==> src/rtl/core/dcsw_pkg.sv <==
// Package for the daisy-chain segment writer: state and code types, the
// frame control structs and the character-to-segment lookup.
// Used by every other file of the block; depends on nothing.
package dcsw_pkg;

   // Field widths fixed by the item layout.
   localparam int unsigned TYPE_W  = 2;
   localparam int unsigned DEV_W   = 3;
   localparam int unsigned BYTE_W  = 8;
   localparam int unsigned FRAME_W = 16;
   localparam int unsigned CSR_W   = 2;

   // Request type codes.
   typedef enum logic [TYPE_W-1:0] {
      REQ_RAW   = 2'd0,
      REQ_DIGIT = 2'd1,
      REQ_CHAR  = 2'd2,
      REQ_NONE  = 2'd3
   } req_code_type;

   // Configuration register indexes.
   localparam logic [CSR_W-1:0] CSR_DECODE_ON   = 2'd0;
   localparam logic [CSR_W-1:0] CSR_DECODE_ADDR = 2'd1;

   // Reset values of the configuration registers.
   localparam logic [BYTE_W-1:0] DECODE_ON_RESET   = 8'hFF;
   localparam logic [BYTE_W-1:0] DECODE_ADDR_RESET = 8'h09;
   localparam logic [BYTE_W-1:0] DECODE_OFF_DATA   = 8'h00;

   // Sequencer states.
   typedef enum logic [1:0] {
      ST_IDLE,
      ST_BCAST,
      ST_FINAL
   } state_type;

   // What the frame unit needs to build one frame of a transaction.
   typedef struct packed {
      logic [DEV_W-1:0]  slot;
      logic [DEV_W-1:0]  dev;
      logic [BYTE_W-1:0] addr;
      logic [BYTE_W-1:0] data;
   } frame_ctl_type;

   // What the frame unit returns.
   typedef struct packed {
      logic [FRAME_W-1:0] frame;
      logic               eot;
   } frame_res_type;

   // Result of a character lookup.
   typedef struct packed {
      logic              hit;
      logic [BYTE_W-1:0] pat;
   } glyph_type;

   localparam logic [BYTE_W-1:0] DIGIT_TAB [0:9] = '{
      8'h7e, 8'h30, 8'h6d, 8'h79, 8'h33, 8'h5b, 8'h5f, 8'h70, 8'h7f, 8'h7b
   };

   // Letters and symbols from code 65 up to code 117.
   localparam logic [BYTE_W-1:0] GLYPH_FIRST = 8'd65;
   localparam logic [BYTE_W-1:0] GLYPH_LAST  = 8'd117;
   localparam logic [BYTE_W-1:0] GLYPH_TAB [0:52] = '{
      8'h77, 8'h00, 8'h4e, 8'h00, 8'h4f, 8'h47, 8'h00, 8'h37, 8'h00, 8'h00,
      8'h00, 8'h0e, 8'h00, 8'h00, 8'h00, 8'h67, 8'h73, 8'h00, 8'h00, 8'h00,
      8'h3e, 8'h00, 8'h00, 8'h00, 8'h00, 8'h00, 8'h00, 8'h00, 8'h00, 8'h00,
      8'h08, 8'h00, 8'h00, 8'h1f, 8'h0d, 8'h3d, 8'h00, 8'h00, 8'h00, 8'h17,
      8'h00, 8'h00, 8'h00, 8'h06, 8'h00, 8'h15, 8'h1d, 8'h00, 8'h00, 8'h05,
      8'h00, 8'h00, 8'h1c
   };

   localparam logic [BYTE_W-1:0] CHR_MINUS  = 8'd45;
   localparam logic [BYTE_W-1:0] CHR_SPACE  = 8'd32;
   localparam logic [BYTE_W-1:0] CHR_EQUALS = 8'd61;
   localparam logic [BYTE_W-1:0] CHR_POINT  = 8'd46;
   localparam logic [BYTE_W-1:0] SEG_MINUS  = 8'h01;
   localparam logic [BYTE_W-1:0] SEG_SPACE  = 8'h00;
   localparam logic [BYTE_W-1:0] SEG_EQUALS = 8'h09;
   localparam logic [BYTE_W-1:0] SEG_POINT  = 8'h80;

   // Map a character code to its segment pattern; hit is low when the
   // character has no pattern at all.
   function automatic glyph_type glyph_lookup(input logic [BYTE_W-1:0] c);
      glyph_type        g;
      logic [BYTE_W-1:0] off;
      off   = c - GLYPH_FIRST;
      g.hit = 1'b1;
      g.pat = '0;
      if (c <= 8'd9) begin
         g.pat = DIGIT_TAB[c[3:0]];
      end else if (c >= GLYPH_FIRST && c <= GLYPH_LAST) begin
         g.pat = GLYPH_TAB[off[5:0]];
      end else if (c == CHR_MINUS) begin
         g.pat = SEG_MINUS;
      end else if (c == CHR_SPACE) begin
         g.pat = SEG_SPACE;
      end else if (c == CHR_EQUALS) begin
         g.pat = SEG_EQUALS;
      end else if (c == CHR_POINT) begin
         g.pat = SEG_POINT;
      end else begin
         g.hit = 1'b0;
      end
      return g;
   endfunction

endpackage

==> src/rtl/core/dcsw_if.sv <==
// Channel interfaces of the daisy-chain segment writer: request and frame.
// Depends on dcsw_pkg for the field widths.
interface dcsw_req_if;
   logic                         valid;
   logic                         ready;
   logic [dcsw_pkg::TYPE_W-1:0]  req_type;
   logic [dcsw_pkg::DEV_W-1:0]   device;
   logic [dcsw_pkg::BYTE_W-1:0]  reg_addr;
   logic [dcsw_pkg::BYTE_W-1:0]  value;
   logic                         dot;

   modport source (output valid, req_type, device, reg_addr, value, dot,
                   input ready);
   modport sink   (input valid, req_type, device, reg_addr, value, dot,
                   output ready);
endinterface

interface dcsw_rsp_if;
   logic                          valid;
   logic                          ready;
   logic [dcsw_pkg::FRAME_W-1:0]  frame;
   logic                          end_of_transaction;
   logic                          last;

   modport source (output valid, frame, end_of_transaction, last,
                   input ready);
   modport sink   (input valid, frame, end_of_transaction, last,
                   output ready);
endinterface

==> src/rtl/core/daisy_chain_segment_writer.sv <==
// Daisy-chain segment writer. One frame per cycle while the sink takes them.
// A raw write gives CHAIN_LENGTH frames; a decode-mode write gives
// (CHAIN_LENGTH+1)*CHAIN_LENGTH, or CHAIN_LENGTH*CHAIN_LENGTH for an unmapped
// character. A taken item is registered into the sequencer state, and each of
// its frames goes through the output register. Items are taken only in idle.
// Synchronous reset clears control and restores the configuration registers.
module daisy_chain_segment_writer #(
   parameter int unsigned CHAIN_LENGTH = 4
) (
   input  logic                         clock,
   input  logic                         reset,
   dcsw_req_if.sink                     req,
   dcsw_rsp_if.source                   rsp,
   input  logic                         csr_we,
   input  logic [dcsw_pkg::CSR_W-1:0]   csr_index,
   input  logic [dcsw_pkg::BYTE_W-1:0]  csr_wdata
);

   localparam logic [dcsw_pkg::DEV_W-1:0] CHAIN_W = dcsw_pkg::DEV_W'(CHAIN_LENGTH);
   localparam logic [dcsw_pkg::DEV_W-1:0] LAST_SLOT = CHAIN_W - 3'd1;

   dcsw_pkg::state_type          state_ff, state_in;
   logic [dcsw_pkg::DEV_W-1:0]   slot_ff, slot_in;
   logic [dcsw_pkg::DEV_W-1:0]   bdev_ff, bdev_in;
   logic                         has_final_ff, has_final_in;
   logic [dcsw_pkg::DEV_W-1:0]   dev_ff, dev_in;
   logic [dcsw_pkg::BYTE_W-1:0]  addr_ff, addr_in;
   logic [dcsw_pkg::BYTE_W-1:0]  data_ff, data_in;
   logic [dcsw_pkg::BYTE_W-1:0]  bdata_ff, bdata_in;
   logic [dcsw_pkg::BYTE_W-1:0]  decode_on_ff;
   logic [dcsw_pkg::BYTE_W-1:0]  decode_addr_ff;

   logic                         rsp_valid_ff, rsp_valid_in;
   logic [dcsw_pkg::FRAME_W-1:0] rsp_frame_ff, rsp_frame_in;
   logic                         rsp_eot_ff, rsp_eot_in;
   logic                         rsp_last_ff, rsp_last_in;

   dcsw_pkg::frame_ctl_type      fctl;
   dcsw_pkg::frame_res_type      fres;
   dcsw_pkg::glyph_type          glyph;
   dcsw_pkg::req_code_type       code;
   logic                         accept;
   logic                         dev_ok;
   logic                         emit;
   logic                         last_frame;
   logic [dcsw_pkg::BYTE_W-1:0]  dot_byte;

   // Configuration registers.
   always_ff @(posedge clock) begin
      if (reset) begin
         decode_on_ff   <= dcsw_pkg::DECODE_ON_RESET;
         decode_addr_ff <= dcsw_pkg::DECODE_ADDR_RESET;
      end else if (csr_we) begin
         if (csr_index == dcsw_pkg::CSR_DECODE_ON) begin
            decode_on_ff <= csr_wdata;
         end
         if (csr_index == dcsw_pkg::CSR_DECODE_ADDR) begin
            decode_addr_ff <= csr_wdata;
         end
      end
   end

   // The frame unit is shared by the broadcast and the addressed transaction.
   always_comb begin
      fctl.slot = slot_ff;
      fctl.dev  = (state_ff == dcsw_pkg::ST_BCAST) ? bdev_ff : dev_ff;
      fctl.addr = (state_ff == dcsw_pkg::ST_BCAST) ? decode_addr_ff : addr_ff;
      fctl.data = (state_ff == dcsw_pkg::ST_BCAST) ? bdata_ff : data_ff;
   end

   dcsw_frame_unit #(
      .CHAIN_LENGTH (CHAIN_LENGTH)
   ) u_frame (
      .ctl (fctl),
      .res (fres)
   );

   // Request decode: device range, character lookup and decimal point.
   always_comb begin
      code     = dcsw_pkg::req_code_type'(req.req_type);
      dev_ok   = (req.device != '0) && (req.device <= CHAIN_W);
      glyph    = dcsw_pkg::glyph_lookup(req.value);
      dot_byte = {req.dot, 7'b0};
      accept   = req.valid && req.ready;
   end

   assign req.ready = (state_ff == dcsw_pkg::ST_IDLE);

   // Sequencer: next state, counters and the output register load.
   always_comb begin
      state_in     = state_ff;
      slot_in      = slot_ff;
      bdev_in      = bdev_ff;
      has_final_in = has_final_ff;
      dev_in       = dev_ff;
      addr_in      = addr_ff;
      data_in      = data_ff;
      bdata_in     = bdata_ff;
      emit         = 1'b0;
      last_frame   = 1'b0;

      unique case (state_ff)
         dcsw_pkg::ST_IDLE: begin
            dev_in  = req.device;
            addr_in = req.reg_addr;
            slot_in = '0;
            bdev_in = 3'd1;
            if (accept && dev_ok) begin
               unique case (code)
                  dcsw_pkg::REQ_RAW: begin
                     data_in      = req.value;
                     has_final_in = 1'b1;
                     state_in     = dcsw_pkg::ST_FINAL;
                  end
                  dcsw_pkg::REQ_DIGIT: begin
                     data_in      = req.value | dot_byte;
                     bdata_in     = decode_on_ff;
                     has_final_in = 1'b1;
                     state_in     = dcsw_pkg::ST_BCAST;
                  end
                  dcsw_pkg::REQ_CHAR: begin
                     data_in      = glyph.pat | dot_byte;
                     bdata_in     = dcsw_pkg::DECODE_OFF_DATA;
                     has_final_in = glyph.hit;
                     state_in     = dcsw_pkg::ST_BCAST;
                  end
                  default: begin
                     state_in = dcsw_pkg::ST_IDLE;
                  end
               endcase
            end
         end
         dcsw_pkg::ST_BCAST: begin
            emit       = !rsp_valid_ff || rsp.ready;
            last_frame = fres.eot && (bdev_ff == CHAIN_W) && !has_final_ff;
            if (emit) begin
               slot_in = fres.eot ? '0 : slot_ff + 3'd1;
               if (fres.eot) begin
                  bdev_in = bdev_ff + 3'd1;
                  if (bdev_ff == CHAIN_W) begin
                     state_in = has_final_ff ? dcsw_pkg::ST_FINAL : dcsw_pkg::ST_IDLE;
                  end
               end
            end
         end
         dcsw_pkg::ST_FINAL: begin
            emit       = !rsp_valid_ff || rsp.ready;
            last_frame = fres.eot;
            if (emit) begin
               slot_in = fres.eot ? '0 : slot_ff + 3'd1;
               if (fres.eot) begin
                  state_in = dcsw_pkg::ST_IDLE;
               end
            end
         end
         default: begin
            state_in = dcsw_pkg::ST_IDLE;
         end
      endcase

      // Output register: loads a frame when empty or being taken.
      rsp_valid_in = emit ? 1'b1 : (rsp.ready ? 1'b0 : rsp_valid_ff);
      rsp_frame_in = emit ? fres.frame : rsp_frame_ff;
      rsp_eot_in   = emit ? fres.eot : rsp_eot_ff;
      rsp_last_in  = emit ? last_frame : rsp_last_ff;
   end

   // Control registers.
   always_ff @(posedge clock) begin
      if (reset) begin
         state_ff     <= dcsw_pkg::ST_IDLE;
         slot_ff      <= '0;
         bdev_ff      <= 3'd1;
         has_final_ff <= 1'b0;
         rsp_valid_ff <= 1'b0;
      end else begin
         state_ff     <= state_in;
         slot_ff      <= slot_in;
         bdev_ff      <= bdev_in;
         has_final_ff <= has_final_in;
         rsp_valid_ff <= rsp_valid_in;
      end
   end

   // Payload registers.
   always_ff @(posedge clock) begin
      dev_ff       <= dev_in;
      addr_ff      <= addr_in;
      data_ff      <= data_in;
      bdata_ff     <= bdata_in;
      rsp_frame_ff <= rsp_frame_in;
      rsp_eot_ff   <= rsp_eot_in;
      rsp_last_ff  <= rsp_last_in;
   end

   assign rsp.valid              = rsp_valid_ff;
   assign rsp.frame              = rsp_frame_ff;
   assign rsp.end_of_transaction = rsp_eot_ff;
   assign rsp.last               = rsp_last_ff;

`ifndef SYNTHESIS
   // The final frame of an item always closes a transaction.
   a_last_closes: assert property (@(posedge clock) disable iff (reset)
      rsp.valid && rsp.last |-> rsp.end_of_transaction)
      else $error("last frame without end of transaction");

   // The slot counter stays inside the chain.
   a_slot_range: assert property (@(posedge clock) disable iff (reset)
      slot_ff <= LAST_SLOT)
      else $error("slot counter beyond chain");

   // Broadcast device stays between one and the chain length.
   a_bdev_range: assert property (@(posedge clock) disable iff (reset)
      state_ff == dcsw_pkg::ST_BCAST |-> bdev_ff != '0 && bdev_ff <= CHAIN_W)
      else $error("broadcast device out of range");

   // Loading the last frame returns the sequencer to idle.
   a_last_idle: assert property (@(posedge clock) disable iff (reset)
      emit && last_frame |=> state_ff == dcsw_pkg::ST_IDLE)
      else $error("sequencer busy after last frame");
`endif

endmodule

==> src/rtl/core/dcsw_frame_unit.sv <==
// Frame unit: builds one frame of a transaction from the slot position.
// Depends on dcsw_pkg for the control and result structs.
module dcsw_frame_unit #(
   parameter int unsigned CHAIN_LENGTH = 4
) (
   input  dcsw_pkg::frame_ctl_type ctl,
   output dcsw_pkg::frame_res_type res
);

   localparam logic [dcsw_pkg::DEV_W-1:0] CHAIN_W = dcsw_pkg::DEV_W'(CHAIN_LENGTH);
   localparam logic [dcsw_pkg::DEV_W-1:0] LAST_SLOT = CHAIN_W - 3'd1;

   logic [dcsw_pkg::DEV_W-1:0] addr_slot;
   logic                       hit;

   // Devices ahead of the target get no-ops first, so its frame sits at
   // slot CHAIN_LENGTH - device.
   always_comb begin
      addr_slot     = CHAIN_W - ctl.dev;
      hit           = (ctl.slot == addr_slot);
      res.frame     = hit ? {ctl.addr, ctl.data} : '0;
      res.eot       = (ctl.slot == LAST_SLOT);
   end

endmodule
==> src/flat_wrapper.sv <==
// flat-port wrapper written by rule: the top's interface ports become plain ports
module daisy_chain_segment_writer_flat 
#(
   parameter int unsigned CHAIN_LENGTH = 4
)
  (clock, reset, csr_we, csr_index, csr_wdata, req_valid, req_req_type, req_device, req_reg_addr, req_value, req_dot, req_ready, rsp_valid, rsp_frame, rsp_end_of_transaction, rsp_last, rsp_ready);
  dcsw_req_if req_i ();
  dcsw_rsp_if rsp_i ();
  input  logic clock;
  input  logic reset;
  input  logic csr_we;
  input  logic [dcsw_pkg::CSR_W-1:0] csr_index;
  input  logic [dcsw_pkg::BYTE_W-1:0] csr_wdata;
  input wire logic [$bits(req_i.valid)-1:0] req_valid;
  input wire logic [$bits(req_i.req_type)-1:0] req_req_type;
  input wire logic [$bits(req_i.device)-1:0] req_device;
  input wire logic [$bits(req_i.reg_addr)-1:0] req_reg_addr;
  input wire logic [$bits(req_i.value)-1:0] req_value;
  input wire logic [$bits(req_i.dot)-1:0] req_dot;
  output wire logic [$bits(req_i.ready)-1:0] req_ready;
  output wire logic [$bits(rsp_i.valid)-1:0] rsp_valid;
  output wire logic [$bits(rsp_i.frame)-1:0] rsp_frame;
  output wire logic [$bits(rsp_i.end_of_transaction)-1:0] rsp_end_of_transaction;
  output wire logic [$bits(rsp_i.last)-1:0] rsp_last;
  input wire logic [$bits(rsp_i.ready)-1:0] rsp_ready;
  assign req_i.valid = req_valid;
  assign req_i.req_type = req_req_type;
  assign req_i.device = req_device;
  assign req_i.reg_addr = req_reg_addr;
  assign req_i.value = req_value;
  assign req_i.dot = req_dot;
  assign req_ready = req_i.ready;
  assign rsp_valid = rsp_i.valid;
  assign rsp_frame = rsp_i.frame;
  assign rsp_end_of_transaction = rsp_i.end_of_transaction;
  assign rsp_last = rsp_i.last;
  assign rsp_i.ready = rsp_ready;
  daisy_chain_segment_writer #(.CHAIN_LENGTH(CHAIN_LENGTH)) u_core (.clock(clock), .reset(reset), .req(req_i), .rsp(rsp_i), .csr_we(csr_we), .csr_index(csr_index), .csr_wdata(csr_wdata));
endmodule
==> config.mk <==
export PLATFORM = sky130hd
export DESIGN_NAME = daisy_chain_segment_writer_flat
export DESIGN_NICKNAME = d
export VERILOG_FILES = /design/src/rtl/core/dcsw_pkg.sv /design/src/rtl/core/dcsw_if.sv /design/src/rtl/core/daisy_chain_segment_writer.sv /design/src/rtl/core/dcsw_frame_unit.sv /design/src/flat_wrapper.sv
export SDC_FILE = /design/constraint.sdc
export NUM_CORES = 1
export LEC_CHECK = 0
export ABC_AREA = 1
export BUFFER_PORTS_ARGS = -buffer_cell sky130_fd_sc_hd__buf_2
export CORE_AREA = 3 3 119 121
export CTS_CLUSTER_DIAMETER = 40
export DETAILED_ROUTE_END_ITERATION = 10
export DIE_AREA = 0 0 122 124
export SLEW_MARGIN = 40
export SYNTH_ARGS = -nofsm -noshare
export SYNTH_HDL_FRONTEND = slang
export SYNTH_SLANG_ARGS = --single-unit
==> constraint.sdc <==
create_clock -name clock -period 5.6 [get_ports clock]
set_input_delay 0.56 -clock clock [delete_from_list [all_inputs] [get_ports clock]]
set_output_delay 0.56 -clock clock [all_outputs]
set_load 0.05 [all_outputs]
==> Word-level counts from Yosys, hierarchy flattened <==
Memory sizes are Yosys's and may differ from the RTL's.
Cells that the tools add are included.
W data, S select, Z words.
{ "op_classes": {"addsub": 4, "order_cmp": 6, "n_eq_ne": 19, "mux": 41, "n_bitwise": 4, "n_reduce_logical": 30} }
{ "ops": {"columns": ["operator", "n"], "rows": [
  ["$mux W8", 12],
  ["$eq A8 B6 Y1 const B", 4],
  ["$pmux W8 S3", 1],
  ["$or A8 B8 Y8", 2],
  ["$pmux W8 S2", 1],
  ["$mux W3", 5],
  ["$mux W2", 7],
  ["$pmux W3 S2", 2],
  ["$reduce_and A3 Y1", 4],
  ["$reduce_bool A2 Y1", 5],
  ["$mux W1", 9],
  ["$ge A8 B7 Y1 const B", 1],
  ["$le A8 B4 Y1 const B", 1],
  ["$le A8 B7 Y1 const B", 1],
  ["$ne A2 B1 Y1 const B", 4],
  ["$ge A7 B7 Y1 const B", 1],
  ["$not A6 Y7", 1],
  ["$add A3 B1 Y3 const B", 2],
  ["$eq A2 B1 Y1 const B", 3],
  ["$logic_and A1 B1 Y1", 6],
  ["$logic_not A2 Y1", 3],
  ["$ne A2 B2 Y1 const B", 3],
  ["$pmux W2 S3", 1],
  ["$reduce_and A2 Y1", 3],
  ["other kinds (16)", 22]
]} }
{ "totals": {"ff_bits": 71, "romBits": 640, "out_inout_bits": 20, "wordCells": 120, "memories": 2} }
{ "mem_list": {"columns": ["name", "depth", "word_bits", "rd", "rd_clocked_by_memory_dff", "wr", "line_no", "source"], "rows": [
  ["(name not given)", 64, 8, 1, 0, 0, "dcsw_pkg.sv:93", "g.pat = GLYPH_TAB[off[5:0]];"],
  ["(name not given)", 16, 8, 1, 0, 0, "dcsw_pkg.sv:91", "g.pat = DIGIT_TAB[c[3:0]];"]
]} }

==> Logic depth before layout (Yosys ltp) <==
Gate-level depths: netlist of run 1.
{ "depth": {"depth_word": 9, "depth_mapped": 17, "mapped_depth_nobuf": 16} }

==> By module <==
From an unflattened synthesis of run 1, not the netlist that was laid out.
{ "hier_totals": {"hier_cells": 551, "area_unflattened_um2": 4296.6} }
{ "modules_own_cells": {"columns": ["mod", "instances", "cells_each", "area_per_inst_um2"], "rows": [
  ["daisy_chain_segment_writer", 1, 493, 3952.5],
  ["dcsw_frame_unit", 1, 58, 344.1]
]} }

==> Worst setup path after synthesis of run 1 <==
OpenSTA, ideal clock, no wires.
{ "synth_path": {"path_type": "reg2reg", "start": "reg u_core.state_ff[0]", "end": "reg u_core.data_ff[0] (netlist bit) (enable)", "setup_ns": 0.375, "t_arrival_ns": 1.914, "t_required_ns": 5.225, "setup_slack_ns": 3.311, "stages_incl_launch_ff": 5, "path_cell_list": "dfxtp_1 inv_1 ha_1 nand4_1 nor2_1"} }
{ "synth_via": {"elab_chain_len": 4} }
{ "synth_lines": {"columns": ["item", "line_no", "source"], "rows": [
  ["start, declared", "daisy_chain_segment_writer.sv:22", "dcsw_pkg::state_type state_ff, state_in;"],
  ["start signal, assigned", "daisy_chain_segment_writer.sv:171", "state_ff <= dcsw_pkg::ST_IDLE;"],
  ["start signal, assigned", "daisy_chain_segment_writer.sv:177", "state_ff <= state_in;"],
  ["$logic_not A2 Y1 *", "daisy_chain_segment_writer.sv:87", "assign req.ready = (state_ff == dcsw_pkg::ST_IDLE);"],
  ["net req_ready", "flat_wrapper.sv:20", "output wire logic [$bits(req_i.ready)-1:0] req_ready;"],
  ["$logic_and A1 B1 Y1", "daisy_chain_segment_writer.sv:84", "accept = req.valid && req.ready;"],
  ["$logic_and A1 B1 Y1", "daisy_chain_segment_writer.sv:108", "if (accept && dev_ok) begin"],
  ["$reduce_and A3 Y1 (no line) *", null, null],
  ["end signal, assigned", "daisy_chain_segment_writer.sv:189", "data_ff <= data_in;"],
  ["end, declared", "daisy_chain_segment_writer.sv:28", "logic [dcsw_pkg::BYTE_W-1:0] data_ff, data_in;"]
]} }
Mark *: on every way through the listed nets, which the timed path passes. The rest lies on a longest branch.
A chain may end at the register's enable or synchronous reset.

==> Final worst setup path of run 1 <==
{ "layout_path": {"start": "reg u_core.state_ff[1]", "end": "reg u_core.rsp_frame_ff, in the netlist u_core.rsp.frame[13] (data pin)"} }
{ "layout_via": {"elab_chain_len": 4, "word_cells_on_any_way": 5} }
{ "layout_lines": {"columns": ["item", "line_no", "source"], "rows": [
  ["$eq A2 B1 Y1 *", "daisy_chain_segment_writer.sv:66, daisy_chain_segment_writer.sv:67", null],
  ["$mux W3", "daisy_chain_segment_writer.sv:66", "fctl.dev = (state_ff == dcsw_pkg::ST_BCAST) ? bdev_ff : dev_ff;"],
  ["$sub A3 B3 Y3", "dcsw_frame_unit.sv:19", "addr_slot = CHAIN_W - ctl.dev;"],
  ["$eq A3 B3 Y1", "dcsw_frame_unit.sv:20", "hit = (ctl.slot == addr_slot);"],
  ["end signal, assigned", "daisy_chain_segment_writer.sv:191", "rsp_frame_ff <= rsp_frame_in;"],
  ["end, declared", "daisy_chain_segment_writer.sv:34", "logic [dcsw_pkg::FRAME_W-1:0] rsp_frame_ff, rsp_frame_in;"]
]} }
Mark *: on every way between the ends. The rest lies on a longest branch, timed or not.

==> impl_metrics.csv, run 1 <==
group,metric,value,unit
pwr,leakage_power,2.040,nW
clock_tree,cts_root_buf,"sky130_fd_sc_hd__clkbuf_16",
floorplan,die_area,15130,sq um
run_status,status,"completed",
synth,synthCells,485,
clock_tree,clock_sinks,71,
global_routing,groute.usage.overall,13.22,%
route,remaining_antenna_violation_count_after_routing,0,
synth,yosys.area_share.xor_xnor,1.365,%
layout,synth_to_layout_area_growth,17.87,%
synth,yosysTopAreaCellShare,34.27,%
setup_path,regToRegStartpoint,"u_core.state_ff[1]",
placement,place.detailed.hpwl,7.267,mm
sta,setup_total_negative_slack,0,ps
placement,port_buffers,56,
synth,synth_area_per_cell,8.129,sq um
global_routing,grt_antenna_before_repair,0,
synth,count_of_unique_library_cells_instantiated_by_yosys,43,
setup_path,crit_path_frequent_cell,"sky130_fd_sc_hd__inv_1",
synth,synth-seq-cells,71,
sta,final_critical_path_setup_slack,2223,ps
synth,yosysWarningCount,0,
route,drc,0,
floorplan,num_rows,42,
clock_tree,max-clock-path-buffers,2,
clock_tree,cts.htree.levels,3,
setup_path,slowest_stage,"sky130_fd_sc_hd__ha_1",
global_routing,grt_pass1_vias,3326,
route,detailedRoute.firstPassIterationCount,5,
route,routed_wl,9.628,mm
setup_path,criticalPathCategory,"reg2reg",
placement,globalplace.congestion,0.8998,
synth,synth_sequential_area_ratio,47.48,%
floorplan,chipWidth,122,um
sta,drv_slew,0,
setup_path,critical_path.max_stage_delay,650,ps
synth,synth_simple_gate_area_share,25.71,%
sta,setup_viol,0,
sta,final_min_period_over_clock_period,60.30,%
synth,dominant_synthesized_flop_cell,"sky130_fd_sc_hd__edfxtp_1",
layout,antenna_cells_inserted,0,
hold_path,worstHoldStart,"req_reg_addr[0]",
pwr,power-per-cell-area,380.9,nW/um^2
sta,grt_setup_unrepaired,"no",
floorplan,floorplan.core_area,13190,sq um
clock_tree,clk_pin_slew_worst_paths,50,ps
clock_tree,post_cts.repair.setup_buffers,0,
setup_path,endpoint_kind,"flop",
synth,syn-num-nets,540,
layout,fin_util,35.23,%
setup_path,critical_path_required,5750,ps
synth,syn_area,3943,sq um
synth,synth_top_cell_by_area,"sky130_fd_sc_hd__edfxtp_1",
pwr,totalPowerFinal,1.770,mW
clock_tree,clk_latency,320,ps
synth,synth_edf_count,45,
route,first_iter_violations,253,
floorplan,floorplan.die.height,124,um
global_routing,grt_start_max_net_pins,24,
layout,instances_no_fill,719,
clock_tree,cts_repair_resize_count,0,
clock_tree,cts_buffers,9,
sta,finalClockSkew,4.098,ps
global_routing,overflow,0,
synth,mux_contribution_to_synthesized_area,0,%
hold_path,hold_class,"in2reg",
synth,synthAdderAreaFrac,5.712,%
clock_tree,cts.hold.buffers_added,0,
route,wl_per_cell,13.39,um
route,avgViaCountPerCell,4.762,
setup_path,crit_buf_inv,3,
placement,setup_slack_at_placement,2202,ps
setup_path,path_max_fanout,23,
floorplan,ios,57,
layout,net_count_final,593,
layout,post_route_cells_drive_above_1_share,17.50,%
setup_path,cp_top_family,"adder cells",
floorplan,floorplan.initialDensity,29.89,%
synth,asyncSetResetFlopFracSynth,0,%
sta,max_clock_freq,296.1,MHz
sta,relSlewSlack,48.66,%
job,cap_violations,0,
sta,timing.final.crit_period,3377,ps
route,via_count_of_the_routed_design,3424,
synth,largest_family_of_logic_cells_by_synthesized_area,"simple AND/OR/NAND/NOR gates",
setup_path,critical_path.startpoint,"u_core.state_ff[1]",
synth,synth.area.top_cells,"sky130_fd_sc_hd__edfxtp_1 (34%), sky130_fd_sc_hd__nand2_1 (13%), sky130_fd_sc_hd__dfxtp_1 (13%), sky130_fd_sc_hd__ha_1 (5.7%), sky130_fd_sc_hd__nor2_1 (4.7%)",
setup_path,setup.worst_path.start_class,"flop",
sta,worst_slew_pin_slew,767.2,ps
clock_tree,cts_tree,"done",
sta,final-hold-violation-count,0,
pwr,vdd_drop_max,0.0001964,V
synth,complex_gate_fraction_of_the_synthesized_area,12.85,%
global_routing,global_route_wire_length_before_repair,15.90,mm
placement,dp.cells,703,
setup_path,critical_path_arrival,3520,ps
setup_path,crit_path_cells,"inv_1, ha_1, inv_1, nand2_1, nand2_1, inv_1, ha_1, xnor2_1, xor2_1, nand4_1, a21oi_1",
cell type report:
cell class | instances | area (sq um)
clock buffers | 15 | 267.8
well taps | 176 | 220.2
fillers | 1370 | 8543
flip-flops and latches | 71 | 1872
clock inverters | 1 | 5.005
inverters | 52 | 195.2
repair buffers | 56 | 280.3
multi-input cells | 348 | 1807
cells by family (layout without fill, tap and decap cells):
kind of cell    after synthesis  count (layout)
compound gates               87              87
buf+inv                      66             124
flops                        71              71
simple gates                239             239
fa+ha+maj                    18              18
xor+xnor                      4               4
per-stage QoR:
step | area [sq um] | hold WS [ps]
after detailed placement | 4374 | 468.7
after global placement | 4369 | 452.4
final | 4647 | 412.2
after floorplan | 3943 | 428.7
after global routing | 4647 | 403.5
after CTS | 4647 | 403.0
per-layer routing:
layer | part of all wire (%) | vias up | global-route usage [%]
li1 | - | 1719 | -
met2 | 47 | 106 | 22.27
met1 | 46 | 1585 | 17.31
met3 | 5.6 | 14 | 2.271
met5 | 0 | - | 0
met4 | 1.5 | 0 | 4.342
sequential cells by signal, summed over array words and instances, names as in the netlist, 2 cells and up:
signal                 flops
u_core.rsp.frame          16
u_core.addr_ff             8
u_core.bdata_ff            8
u_core.data_ff             8
u_core.decode_addr_ff      8
u_core.decode_on_ff        8
u_core.bdev_ff             3
u_core.dev_ff              3
u_core.slot_ff             3
u_core.state_ff            2
Yosys cell counts (3+ instances only):
cell type and instances:
sky130_fd_sc_hd__o21ai_1 10, sky130_fd_sc_hd__nand2_2 7, sky130_fd_sc_hd__inv_1 45, sky130_fd_sc_hd__nand2_1 140, sky130_fd_sc_hd__nand3_1 23, sky130_fd_sc_hd__ha_1 18
sky130_fd_sc_hd__nor2_4 3, sky130_fd_sc_hd__nand4_1 3, sky130_fd_sc_hd__o211ai_1 9, sky130_fd_sc_hd__dfxtp_1 26, sky130_fd_sc_hd__edfxtp_1 45, sky130_fd_sc_hd__inv_2 6
sky130_fd_sc_hd__o22ai_1 5, sky130_fd_sc_hd__nor2_2 3, sky130_fd_sc_hd__a21oi_1 30, sky130_fd_sc_hd__clkbuf_1 10, sky130_fd_sc_hd__o21ai_0 19, sky130_fd_sc_hd__nor3_1 3
sky130_fd_sc_hd__nor2_1 49, sky130_fd_sc_hd__buf_6 3
where the power goes:
group | leakage, nW | switching [mW] | internal [mW] | total, mW
combinational | 1.26 | 0.411 | 0.129 | 0.540
sequential | 0.644 | 0.0330 | 0.681 | 0.714
clock | 0.134 | 0.192 | 0.324 | 0.516
cell usage in the layout, fill, tap and decap left out, types with 4 or more instances in the layout:
master	netlist	routed
sky130_fd_sc_hd__a21oi_1	30	30
sky130_fd_sc_hd__buf_2	1	56
sky130_fd_sc_hd__clkbuf_1	10	4
sky130_fd_sc_hd__clkbuf_16	0	9
sky130_fd_sc_hd__dfxtp_1	26	26
sky130_fd_sc_hd__edfxtp_1	45	45
sky130_fd_sc_hd__ha_1	18	18
sky130_fd_sc_hd__inv_1	45	45
sky130_fd_sc_hd__inv_2	6	6
sky130_fd_sc_hd__nand2_1	140	140
sky130_fd_sc_hd__nand2_2	7	7
sky130_fd_sc_hd__nand3_1	23	23
sky130_fd_sc_hd__nor2_1	49	48
sky130_fd_sc_hd__nor2_4	3	4
sky130_fd_sc_hd__o211ai_1	9	9
sky130_fd_sc_hd__o21ai_0	19	19
sky130_fd_sc_hd__o21ai_1	10	10
sky130_fd_sc_hd__o22ai_1	5	5
path summary, 6_finish.rpt:
kind | cells after the start | to | slack [ps]
worst max-delay path | 11 | u_core.rsp.frame[13] | 2220
worst min-delay path | 1 | u_core.addr_ff[0] | 410
worst max register to register | 11 | u_core.rsp.frame[13] | 2220
worst min register to register | 2 | u_core.decode_addr_ff[3] | 480
(Power assumes the default switching activity.)
==> run 2, diff against run 1 <==
Clock period 5.6 ns to 3.1 ns, I/O delays scaled along.
==> run 2 against run 1 <==
Compared with the run above:
- die area stayed put
- maximum frequency is 61% higher
- final cell count is 0.70% higher
- combinational power is 89% higher
- global-route usage hardly changed
- setup slack worse by 1200 ps
- final area is 1.3% higher
- count of clock-buffer cells in the layout is 6 lower
- power is 86% higher
- sequential power is 79% higher
- critical endpoint is now u_core.rsp.frame[2]
- largest power group unchanged
==> impl_metrics.csv, run 2 (synthesis gave the netlist of run 1 again) <==
group,metric,value,unit
layout,post_route_cells_drive_above_1_share,18.98,%
route,detailedRoute.firstPassIterationCount,5,
placement,port_buffers,56,
route,avgViaCountPerCell,4.746,
floorplan,floorplan.initialDensity,29.89,%
layout,mostFrequentLayoutCells,"sky130_fd_sc_hd__nand2_1 (140), sky130_fd_sc_hd__buf_2 (56), sky130_fd_sc_hd__nor2_1 (48), sky130_fd_sc_hd__inv_1 (45), sky130_fd_sc_hd__edfxtp_1 (45)",
route,routed_wl,9.655,mm
job,cap_violations,0,
layout,antenna_cells_inserted,0,
floorplan,num_rows,42,
setup_path,critical_path_required,3280,ps
setup_path,criticalPathCategory,"reg2reg",
setup_path,timing.reg2reg.setup_slack,1000,ps
clock_tree,clk_latency,330,ps
pwr,p_sw_share,36.19,%
sta,final-hold-violation-count,0,
sta,final_min_period_over_clock_period,67.73,%
floorplan,die_area,15130,sq um
placement,globalplace.congestion,0.9080,
sta,drv_slew,0,
floorplan,ios,57,
sta,finalClockSkew,3.781,ps
global_routing,grt_start_max_net_pins,23,
pwr,vdd_drop_max,0.0003360,V
pwr,power-per-cell-area,700.3,nW/um^2
run_status,status,"completed",
sta,max_clock_freq,476.3,MHz
sta,setup_total_negative_slack,0,ps
clock_tree,cts_buffers,9,
clock_tree,post_cts.repair.setup_buffers,0,
setup_path,endpoint_kind,"flop",
placement,place.detailed.hpwl,7.198,mm
global_routing,grt_pass1_vias,3286,
pwr,leakage_power,2.074,nW
route,wl_per_cell,13.34,um
layout,net_count_final,598,
clock_tree,max-clock-path-buffers,2,
sta,grt_setup_unrepaired,"no",
route,remaining_antenna_violation_count_after_routing,0,
clock_tree,cts.hold.buffers_added,0,
placement,dp.cells,708,
global_routing,groute.usage.overall,13.19,%
sta,relSlewSlack,46.98,%
route,first_iter_violations,179,
clock_tree,cts_root_buf,"sky130_fd_sc_hd__clkbuf_16",
pwr,clkPwrFrac,30.4,%
global_routing,overflow,0,
setup_path,setup.worst_path.start_class,"flop",
clock_tree,cts_repair_resize_count,0,
layout,final_common_cell,"sky130_fd_sc_hd__nand2_1",
layout,instances_no_fill,724,
pwr,total_switching_power,1.193,mW
clock_tree,clk_pin_slew_worst_paths,60,ps
clock_tree,clock_sinks,71,
floorplan,floorplan.core_area,13190,sq um
pwr,totalPowerFinal,3.295,mW
layout,number_of_flip_flops_under_the_largest_register_name,16,
clock_tree,cts.htree.levels,3,
setup_path,critical_path_arrival,2280,ps
floorplan,chipWidth,122,um
floorplan,floorplan.die.height,124,um
route,drc,0,
setup_path,path_max_fanout,16,
global_routing,global_route_wire_length_before_repair,15.83,mm
sta,timing.final.crit_period,2100,ps
global_routing,grt_antenna_before_repair,0,
pwr,power.share.combinational,30.8,%
pwr,intPower,2.103,mW
route,via_count_of_the_routed_design,3436,
clock_tree,cts_tree,"done",
sta,setup_viol,0,
sta,worst_slew_pin_slew,792.3,ps
pwr,power_frac_seq,38.7,%
hold_path,hold_class,"in2reg",
layout,synth_to_layout_area_growth,19.36,%
[run 2: cell count changes in the layout (fill, tap and decap cells not counted), sizes merged]
cell / before / now
clkbuf: 15 / 9
buf: 56 / 61
clkinv: 2 / 6
bufinv: 0 / 1
clkinvlp: 0 / 1
[run 2: layout make-up]
type | instances | area (sq um)
Clock buffer | 9 | 225.2
Clock inverter | 7 | 73.82
Fill cell | 1381 | 8484
Inverter | 52 | 195.2
Multi-Input combinational cell | 348 | 1802
Sequential cell | 71 | 1872
Tap cell | 176 | 220.2
Timing Repair Buffer | 61 | 317.8
[run 2: critical path: stages, from the launching register on]
cell and delay, ps:
sky130_fd_sc_hd__dfxtp_1 330, sky130_fd_sc_hd__inv_1 70, sky130_fd_sc_hd__ha_1 250, sky130_fd_sc_hd__inv_1 90, sky130_fd_sc_hd__nand2_1 50, sky130_fd_sc_hd__nand2_1 70, sky130_fd_sc_hd__inv_1 60, sky130_fd_sc_hd__ha_1 210
sky130_fd_sc_hd__xnor2_1 190, sky130_fd_sc_hd__xor2_1 170, sky130_fd_sc_hd__nand4_1 90, sky130_fd_sc_hd__buf_4 210, sky130_fd_sc_hd__a21oi_1 150
[run 2: final timing paths]
| path | startpoint | to | depth (start not counted) |
|---|---|---|---|
| min reg2reg | u_core.bdev_ff[1] | u_core.bdev_ff[1] | 2 |
| min | req_reg_addr[2] | u_core.addr_ff[2] | 1 |
| max reg2reg | u_core.state_ff[1] | u_core.rsp.frame[2] | 12 |
| max | u_core.state_ff[1] | u_core.rsp.frame[2] | 12 |
[run 2: power groups by stage]
stage / registers, mW / logic (mW) / clock network, mW
final: 1.28 / 1.02 / 1.00
after global routing: 1.29 / 1.12 / 1.06
after CTS: 1.28 / 1.02 / 1.02
after detailed placement: 1.30 / 1.02 / 0
after global placement: 1.30 / 1.01 / 0
after floorplan: 1.57 / 0.460 / 0
[run 2: per-layer routing]
layer | GRT usage, % | wire, um | up-vias
li1 | - | - | 1740
met1 | 17.03 | 4364 | 1573
met2 | 22.17 | 4547 | 110
met3 | 2.225 | 594 | 13
met4 | 5.112 | 148 | 0
met5 | 0 | 0 | -
[run 2: stage by stage]
stage	setup WS, ps	instance area (sq um)	hold slack (ps)	util [%]
finish	1000	4706	158.4	35.68
global placement	865.9	4407	452.1	33.41
CTS	962.1	4706	153.0	35.68
global route	688.2	4706	148.7	35.68
floorplan	810.8	3943	379.1	-
detailed placement	753.0	4407	467.8	33.41
==> run 3, diff against run 2 <==
Clock period 3.1 ns to 2.19 ns, I/O delays scaled along.
==> run 3 against run 2 <==
Compared with the run above:
- clock skew shrank 0.74 ps
- die area is the same
- power grew 45%
==> impl_metrics.csv, run 3 (synthesis gave the netlist of run 1 again) <==
group,metric,value,unit
pwr,clkPwrFrac,30.2,%
route,routed_wl,9.633,mm
layout,antenna_cells_inserted,0,
clock_tree,cts_root_buf,"sky130_fd_sc_hd__clkbuf_16",
layout,net_count_final,608,
global_routing,grt_antenna_before_repair,0,
global_routing,use_met3,2.498,%
pwr,power.share.combinational,31.7,%
global_routing,grt_util_met2,22.10,%
layout,nFillCells,1337,
sta,final_critical_path_setup_slack,169.7,ps
setup_path,critPathCapture,"u_core.rsp.frame[8]",
floorplan,floorplan.initialDensity,29.89,%
clock_tree,cts_tree,"done",
sta,setup_viol,0,
sta,final-hold-violation-count,0,
pwr,power_frac_seq,38.1,%
clock_tree,cts.hold.buffers_added,0,
setup_path,timing.reg2reg.setup_slack,170,ps
global_routing,grt_pass1_vias,3245,
layout,instances_no_fill,734,
sta,timing.final.crit_period,2020,ps
setup_path,slowest_stage,"sky130_fd_sc_hd__dfxtp_2",
layout,synth_to_layout_area_growth,22.53,%
global_routing,grt_start_max_net_pins,23,
layout,number_of_flip_flops_under_the_largest_register_name,16,
pwr,p_sw_share,35.32,%
setup_path,crit_path_cells,"inv_2, ha_4, inv_2, nand2_1, nand2_1, inv_1, ha_1, xnor2_1, xor2_1, nand4_1, buf_6, a21oi_1",
placement,place.detailed.hpwl,7.259,mm
placement,port_buffers,56,
sta,finalClockSkew,3.037,ps
route,wl_per_cell,13.12,um
layout,final_common_cell,"sky130_fd_sc_hd__nand2_1",
layout,post_route_cells_drive_above_1_share,22.40,%
placement,dp.cells,717,
pwr,power-per-cell-area,987.0,nW/um^2
route,drc,0,
clock_tree,post_cts.repair.setup_buffers,0,
setup_path,endpoint_kind,"flop",
setup_path,critical_path.max_stage_delay,330,ps
layout,fin_util,36.62,%
clock_tree,clk_latency,330,ps
floorplan,floorplan.core_area,13190,sq um
job,cap_violations,0,
floorplan,die_area,15130,sq um
global_routing,grt_util_met1,16.07,%
setup_path,path_max_fanout,8,
route,remaining_antenna_violation_count_after_routing,0,
hold_path,hold_class,"in2reg",
layout,mostFrequentLayoutCells,"sky130_fd_sc_hd__nand2_1 (140), sky130_fd_sc_hd__buf_2 (56), sky130_fd_sc_hd__nor2_1 (48), sky130_fd_sc_hd__edfxtp_1 (45), sky130_fd_sc_hd__inv_1 (43)",
sta,grt_setup_unrepaired,"yes",
setup_path,r2r-end,"u_core.rsp.frame[8]",
sta,relSlewSlack,58.38,%
setup_path,rr_worst_depth,12,
setup_path,critical_path_arrival,2200,ps
clock_tree,cts_buffers,9,
sta,max_clock_freq,495.0,MHz
sta,drv_slew,0,
route,detailedRoute.firstPassIterationCount,5,
route,first_iter_violations,240,
floorplan,num_rows,42,
route,avgViaCountPerCell,4.684,
global_routing,global_route_wire_length_before_repair,15.59,mm
sta,final_min_period_over_clock_period,92.25,%
setup_path,criticalPathCategory,"reg2reg",
pwr,total_switching_power,1.684,mW
layout,register_area,1874,sq um
clock_tree,cts.htree.levels,3,
placement,setup_slack_at_placement,92.74,ps
clock_tree,clk_pin_slew_worst_paths,50,ps
setup_path,critical_path_required,2370,ps
pwr,intPower,3.084,mW
global_routing,overflow,0,
run_status,status,"completed",
route,via_count_of_the_routed_design,3438,
floorplan,floorplan.die.height,124,um
floorplan,ios,57,
sta,worst_slew_pin_slew,623.7,ps
sta,final.hold.worst_slack,65.83,ps
floorplan,chipWidth,122,um
setup_path,critical_path.startpoint,"u_core.state_ff[1]",
pwr,leakage_power,2.133,nW
pwr,vdd_drop_max,0.0004359,V
clock_tree,clock_sinks,71,
global_routing,top_usage_layer,"met2",
placement,globalplace.congestion,0.9043,
clock_tree,max-clock-path-buffers,2,
global_routing,groute.usage.overall,12.97,%
layout,multi_input_area,1839,sq um
setup_path,setup.worst_path.start_class,"flop",
setup_path,regToRegStartpoint,"u_core.state_ff[1]",
-- run 3: cell types whose count changed in the layout (fill, tap and decap cells not counted), sizes merged --
| cell | before | now |
|---|---|---|
| buf | 61 | 71 |
| clkbuf | 9 | 12 |
| clkinvlp | 1 | 0 |
| clkinv | 6 | 4 |
-- run 3: routing by layer --
layer / part of all wire, % / vias to the layer above / routed length, um
li1: - / 1749 / -
met4: 2.2 / 0 / 208
met3: 6.5 / 20 / 623
met2: 47 / 114 / 4555
met5: 0 / - / 0
met1: 44 / 1555 / 4246
-- run 3: what timing repair did --
action                     CTS  global route
hold endpoints to repair     0             0
setup endpoints to repair    0            16
resized for setup            0            16
-- run 3: how the worst min path moves through the flow --
stage                          from                 to  slack (ps)  depth (start not counted)
CTS                 req_reg_addr[1]  u_core.addr_ff[1]          50                          1
global placement    req_reg_addr[5]  u_core.addr_ff[5]         400                          1
global route        req_reg_addr[1]  u_core.addr_ff[1]          60                          1
finish              req_reg_addr[1]  u_core.addr_ff[1]          70                          1
detailed placement  req_reg_addr[2]  u_core.addr_ff[2]         400                          1
floorplan                     reset  u_core.bdev_ff[1]         290                          1
-- run 3: critical path, delay by kind of cell (launching register included) --
family | cells | cell delay [ps]
AOI/OAI and AO/OA | 1 | 120
xor gates and xnor gates | 2 | 360
adders and majority gates | 2 | 380
buffers and inverters | 4 | 370
DFF | 1 | 330
and+or+nand+nor | 3 | 300
-- run 3: power groups by stage --
stage                     Clock [mW]  Sequential, mW  Combinational [mW]
after floorplan                    0            2.23               0.657
after global placement             0            1.84                1.43
after detailed placement           0            1.84                1.45
after CTS                       1.47            1.82                1.45
after global routing            1.53            1.84                1.65
final                           1.44            1.82                1.51
-- run 3: per-stage QoR --
step           TNS [ps]  area, sq um  power [mW]
2_1_floorplan         0         3946       2.883
3_3_place_gp          0         4477       3.275
3_5_place_dp          0         4477       3.283
4_1_cts               0         4778       4.737
5_1_grt          -41.82         4831       5.019
6_report              0         4831       4.768
-- run 3: final cells by class --
| type | count | share of cell area, % |
|---|---|---|
| clock inverter | 4 | 0.9324 |
| multi-input combinational | 348 | 38.07 |
| inverter | 52 | 4.040 |
| tap | 176 | 4.558 |
| sequential | 71 | 38.80 |
| clock buffer | 12 | 5.310 |
| timing repair buffer | 71 | 8.288 |
